File: src/rtl/core/ida_pkg.sv
// ----------------------------------------------------------------------------
// ida_pkg
// Shared types and constants of the id allocator.
// ----------------------------------------------------------------------------
`default_nettype none
package ida_pkg;
	localparam int LIM_W   = 11;	// id limit, fresh counter and stored ids
	localparam int DATA_W  = 16;	// width of a freed id on the request side
	localparam int GIVEN_W = 10;	// width of an id on the result side

	localparam logic [LIM_W-1:0] LIMIT_RESET = 11'd1024;

	typedef enum logic [1:0] {
		ST_ALLOC     = 2'd0,
		ST_EXHAUSTED = 2'd1,
		ST_FREED     = 2'd2,
		ST_DROPPED   = 2'd3
	} status_t;

	localparam logic REQ_ALLOC = 1'b0;
	localparam logic REQ_FREE  = 1'b1;

	typedef struct packed {
		logic push;
		logic pop;
	} heap_cmd_t;

	typedef struct packed {
		logic done;
		logic empty;
		logic full;
	} heap_stat_t;
endpackage
`default_nettype wire

File: src/rtl/core/ida_mod.sv
// ----------------------------------------------------------------------------
// ida_mod
// Bit-serial remainder unit: one dividend bit per cycle, restoring form.
// ----------------------------------------------------------------------------
`default_nettype none
module ida_mod (
	input  wire logic                     clk,
	input  wire logic                     arst_n,
	input  wire logic                     go,
	input  wire logic [ida_pkg::DATA_W-1:0] dividend,
	input  wire logic [ida_pkg::LIM_W-1:0]  divisor,
	output logic                          done,
	output logic [ida_pkg::LIM_W-1:0]     rem
);
	import ida_pkg::*;

	logic                busy_q;
	logic                done_q;
	logic [3:0]          cnt_q;
	logic [DATA_W-1:0]   sh_q;
	logic [LIM_W-1:0]    div_q;
	logic [LIM_W-1:0]    rem_q;
	logic [LIM_W:0]      trial;
	logic [LIM_W:0]      diff;
	logic [LIM_W-1:0]    nrem;

	assign trial = {rem_q, sh_q[DATA_W-1]};
	assign diff  = trial - {1'b0, div_q};
	// partial remainder stays below the divisor, so it fits LIM_W bits
	assign nrem  = (trial >= {1'b0, div_q}) ? diff[LIM_W-1:0] : trial[LIM_W-1:0];

	always_ff @(posedge clk or negedge arst_n) begin
		if (!arst_n) begin
			busy_q <= 1'b0;
			done_q <= 1'b0;
			cnt_q  <= '0;
		end else begin
			done_q <= 1'b0;
			if (go) begin
				busy_q <= 1'b1;
				cnt_q  <= '0;
			end else if (busy_q) begin
				cnt_q <= cnt_q + 4'd1;
				if (cnt_q == 4'd15) begin
					busy_q <= 1'b0;
					done_q <= 1'b1;
				end
			end
		end
	end

	always_ff @(posedge clk) begin
		if (go) begin
			sh_q  <= dividend;
			div_q <= divisor;
			rem_q <= '0;
		end else if (busy_q) begin
			sh_q  <= {sh_q[DATA_W-2:0], 1'b0};
			rem_q <= nrem;
		end
	end

	assign done = done_q;
	assign rem  = rem_q;
endmodule
`default_nettype wire

File: config.mk
export PLATFORM = sky130hd
export DESIGN_NAME = ida_mod
export DESIGN_NICKNAME = d
export VERILOG_FILES = /design/src/rtl/core/ida_pkg.sv /design/src/rtl/core/ida_mod.sv
export SDC_FILE = /design/constraint.sdc
export NUM_CORES = 1
export LEC_CHECK = 0
export BUFFER_PORTS_ARGS = -buffer_cell sky130_fd_sc_hd__buf_4
export CORE_MARGIN = 2
export CORE_UTILIZATION = 60
export DETAILED_ROUTE_END_ITERATION = 8
export HOLD_SLACK_MARGIN = 0.12
export MAX_ROUTING_LAYER = met4
export PLACE_DENSITY = 0.81
export SETUP_SLACK_MARGIN = 0.2
export SYNTH_ARGS = -nofsm -noshare
export SYNTH_HDL_FRONTEND = slang
export SYNTH_SLANG_ARGS = --single-unit
File: constraint.sdc
create_clock -name clk -period 6.05 [get_ports clk]
set_input_delay 1.21 -clock clk [delete_from_list [all_inputs] [get_ports clk]]
set_output_delay 1.21 -clock clk [all_outputs]
set_load 0.05 [all_outputs]
# Yosys cells after proc, flatten, opt, wreduce, memory -nomap -nowiden
# Index checks and enable logic that the tools add are counted.
dict set report word_totals {
  register_bits 44
  in_bits 30
  out_inout_bits 12
  elab_cells 22
}
dict set report classes {
  addsub 2
  magnitude_cmp 1
  n_eq_ne 1
  mux 11
  n_reduce_logical 1
}
# operator count
set op_table {}
lappend op_table {{$mux 16} 2}
lappend op_table {{$ge 12x11->1} 1}
lappend op_table {{$mux 11} 1}
lappend op_table {{$sub 11x11->11} 1}
lappend op_table {{$mux 4} 2}
lappend op_table {{$mux 1} 6}
lappend op_table {{$add 4x1->4 const B} 1}
lappend op_table {{$eq 4x4->1 const B} 1}
lappend op_table {{$reduce_bool 2->1} 1}

# Depth between registers and ports, before layout
dict set report logic_depth {
  word_depth 4
  mapped_depth 10
  mapped_depth_nobuf 9
}

# Worst setup path before layout
# Ideal clock, no wire load.
dict set report synth_path {
  kind {register to register}
  start {register rem_q[0] (netlist: rem[0])}
  end {register rem_q[6] (netlist: rem[6])}
  arrival_ns 2.535
  setup_slack_ns 3.424
  path_stages_with_launch 9
  path_buffers 0
  synth_period_minus_slack_ns 2.626
  path_cell_list {dfxtp_1 > inv_1 > fa_1 > nand2b_1 > a21oi_1 > o2111a_1 > nor2_1 > or3b_1 > a311oi_1}
}
dict set report synth_between {
  elab_chain_len 2
  elab_cells_between_ends 3
  classes_between {1 x add/sub; 1 x order compare; 1 x mux}
}
# item line_no
set synth_rtl {}
lappend synth_rtl {{start: declaration} ida_mod.sv:22} ;# logic [LIM_W-1:0] rem_q;
lappend synth_rtl {{start signal: assignment} ida_mod.sv:59} ;# rem_q <= nrem;
lappend synth_rtl {{$sub 11x11->11 / $ge 12x11->1 (equally long branches)} {ida_mod.sv:28, ida_mod.sv:30}}
lappend synth_rtl {{$mux 11 *} ida_mod.sv:30} ;# assign nrem = (trial >= {1'b0, div_q}) ? diff[LIM_W-1:0] : trial[LIM_W-1:0];
# Every way passes the cells marked *; elsewhere a longest branch is shown, timed or not.
# A chain may end at the register's enable or synchronous reset.

# Worst setup path in the final report
dict set report layout_path {
  start {register sh_q[15]}
  end {register rem_q[6] (netlist: rem[6])}
}
dict set report layout_between {
  elab_chain_len 2
  elab_cells_between_ends 3
  classes_between {1 x add/sub; 1 x order compare; 1 x mux}
}
# item line_no
set layout_rtl {}
lappend layout_rtl {{start: declaration} ida_mod.sv:20} ;# logic [DATA_W-1:0] sh_q;
lappend layout_rtl {{start signal: assignment} ida_mod.sv:54} ;# sh_q <= dividend;
lappend layout_rtl {{start signal: assignment} ida_mod.sv:58} ;# sh_q <= {sh_q[DATA_W-2:0], 1'b0};
lappend layout_rtl {{$sub 11x11->11 / $ge 12x11->1 (equally long branches)} {ida_mod.sv:28, ida_mod.sv:30}}
lappend layout_rtl {{$mux 11 *} ida_mod.sv:30}
# Marked as above.

==> impl_metrics.ini <==
[power]
swShare_pct = 40.18
p_int_mw = 0.7209
p_per_area_mw_per_mm2 = 433.8
p_clk_share_pct = 18.2
p_leak_nw = 1.237
switchingPower_mw = 0.4841
combPwrFrac_pct = 47.3
vdd_drop_max_v = 0.0002214
seqPwrFrac_pct = 34.4

[critical_path]
r2r_cells = 9
arrival_ps = 2810
r2r_end = rem[6]
end_kind = flop
timing.critical_path.to = rem[6]
r2r_start = sh_q[15]
cp_data_required_time_ps = 6250
crit_fanout = 4
r2r_slack_ps = 3440
crit_type = flop to flop
start_kind = flop
critPathLaunch = sh_q[15]

[logic_synthesis]
yosysTopAreaCellShare_pct = 34.69
synth_warnings = 0
ys_async_sr_fraction_pct = 13.64
synthCells = 213
netlist_area_mm2 = 0.002337
synth_cell_type_count = 46
synthFlopType = edfxtp_1
ys_seq_area_share_pct = 50.54
ys_seq_elements = 44
synth.avg_cell_area_um2 = 10.97
syn_nets = 256
synth-edff-count = 27
synth_area_leaders = edfxtp_1 35%, dfxtp_1 9.4%, mux2_2 7.7%, dfrtp_1 6.4%, ha_1 6.4%
yosysTopAreaCell = edfxtp_1

[final_layout]
most-common-layout-cells = 41 x buf_4, 27 x nor2_1, 27 x edfxtp_1
postLayoutCoreUtil_pct = 74.75
finalInstanceArea_mm2 = 0.002778
syn2layout_area_growth_pct = 18.84
layout_commonest_cell = buf_4
drive_gt1_share_pct = 25.88
final_nets = 297
antenna_cells = 0

[clock_network]
root_buffer = clkbuf_8
cts_tree = yes
postCtsSetupBuffers = 0
cts_buffers = 5
hold_buffers = 0
post_cts_resize_count = 0
clock_sinks = 44
clock_path_buffers = 2
clk_pin_slew_ps = 80
h-tree-depth = 2
worstSkewPairLatency_ps = 300

[global_routing]
overflow = 0
grt.total_usage_pct = 23.20
grt_max_degree = 40
antenna_found_initial = 0
grt_pass1_wl_um = 7376
first_global_vias = 1602

[routing]
dr_total_vias = 1736
via_per_inst = 5.729
top_layer_used = met4
drt-wirelength-per-cell_um = 14.40
routed_wl_um = 4363
wl_met2_um = 2091
met3_length_um = 203
ant_nets = 0
firstDrtPassIters = 4
wirelength_met1_um = 1990
route.detailed.drc = 0
drtIter0Drc = 84

[timing]
worst_slew_pin_slew_ps = 654.1
final.min_clock_period_ps = 2607
slew_headroom_pct = 56.39
rsz0062_at_grt = false
fin_ws_ps = 3443
finClkSkew_ps = 8.943
slew_violations = 0
tns_ps = 0
max_freq_ghz = 0.3835
whs_ps = 512.6
period_share_pct = 43.10
finalSetupViolations = 0
finalHoldViolations = 0

[floorplanning]
start_util_pct = 62.90
core_area_mm2 = 0.003716
die_area_mm2 = 0.004411
rows = 22
die_h_um = 66.42
io_pins = 42
die_x_um = 66.42

[placement]
gp_congestion = 0.9467
io_buffers = 41
dpl_cell_area_mm2 = 0.002671
place_ws_ps = 3325
dp_hpwl_um = 3185

[job]
drv_cap = 0

[run_status]
status = completed

[worst_hold_path]
hold_class = flop to flop
min_from = rem[3]
critical path: stages (launching register included):
cell and delay [ps]:
edfxtp_1 320, inv_1 50, ha_1 220, fa_1 390
nand2b_1 190, a21oi_1 240, o2111a_1 300, nor2_1 120
or3b_1 400, a311oi_1 270
cells by family (layout without fill, tap and decap cells):
kind of cell | Yosys count | after routing | share of synthesized area, %
buf+inv | 24 | 66 | 4.175
flops | 44 | 44 | 50.54
fa+ha+maj | 13 | 13 | 7.280
compound gates | 44 | 44 | 13.06
mux | 22 | 22 | 10.28
xor+xnor | 6 | 6 | 2.249
simple gates | 60 | 60 | 12.42
area by class of cell:
class	instances	area [um2]
multi-input combinational	145	1059
timing repair buffer	41	307.8
fill	276	938.4
inverter	17	63.81
sequential	44	1181
tap	48	60.06
clock inverter	1	30.03
clock buffer	7	76.32
registers in the layout (all words and copies together), names as in the netlist:
signal / cells
sh_q: 16
done: 1
busy_q: 1
cnt_q: 4
rem: 11
div_q: 11
through the flow:
stage,power [mW],instances
5_1_grt,1.292,303
3_5_place_dp,0.9886,295
6_report,1.205,303
3_3_place_gp,0.9775,295
4_1_cts,1.207,303
2_1_floorplan,0.8535,213
power by group through the flow:
| stage | clock network [mW] | logic, mW | registers (mW) |
|---|---|---|---|
| detailed placement | 0 | 0.567 | 0.421 |
| finish | 0.220 | 0.570 | 0.415 |
| floorplan | 0 | 0.331 | 0.522 |
| global route | 0.239 | 0.631 | 0.422 |
| CTS | 0.224 | 0.568 | 0.415 |
| global placement | 0 | 0.557 | 0.421 |
synth_stat cells, types with 6 or more instances:
cell type and count:
mux2i_1 6, a21oi_1 8, edfxtp_1 27, o21ai_0 9
nor2_1 27, ha_1 12, nand2_1 12, dfrtp_1 6
dfxtp_1 11, mux2_2 16, inv_1 17
layer usage:
metal  GRT usage, %  vias up
met2          35.25       56
met3          5.111       10
met1          30.96      811
met4          7.908        0
met5              -        -
li1               -      859
worst min-delay path by stage:
stage                     endpoint  slack [ps]  cells past startpoint
after detailed placement    rem[2]         510                      2
after CTS                   rem[3]         520                      2
after floorplan           cnt_q[3]         510                      2
after global placement      rem[3]         500                      2
after global routing       rem[10]         550                      2
final                       rem[3]         510                      2
(Power assumes the default switching activity.)
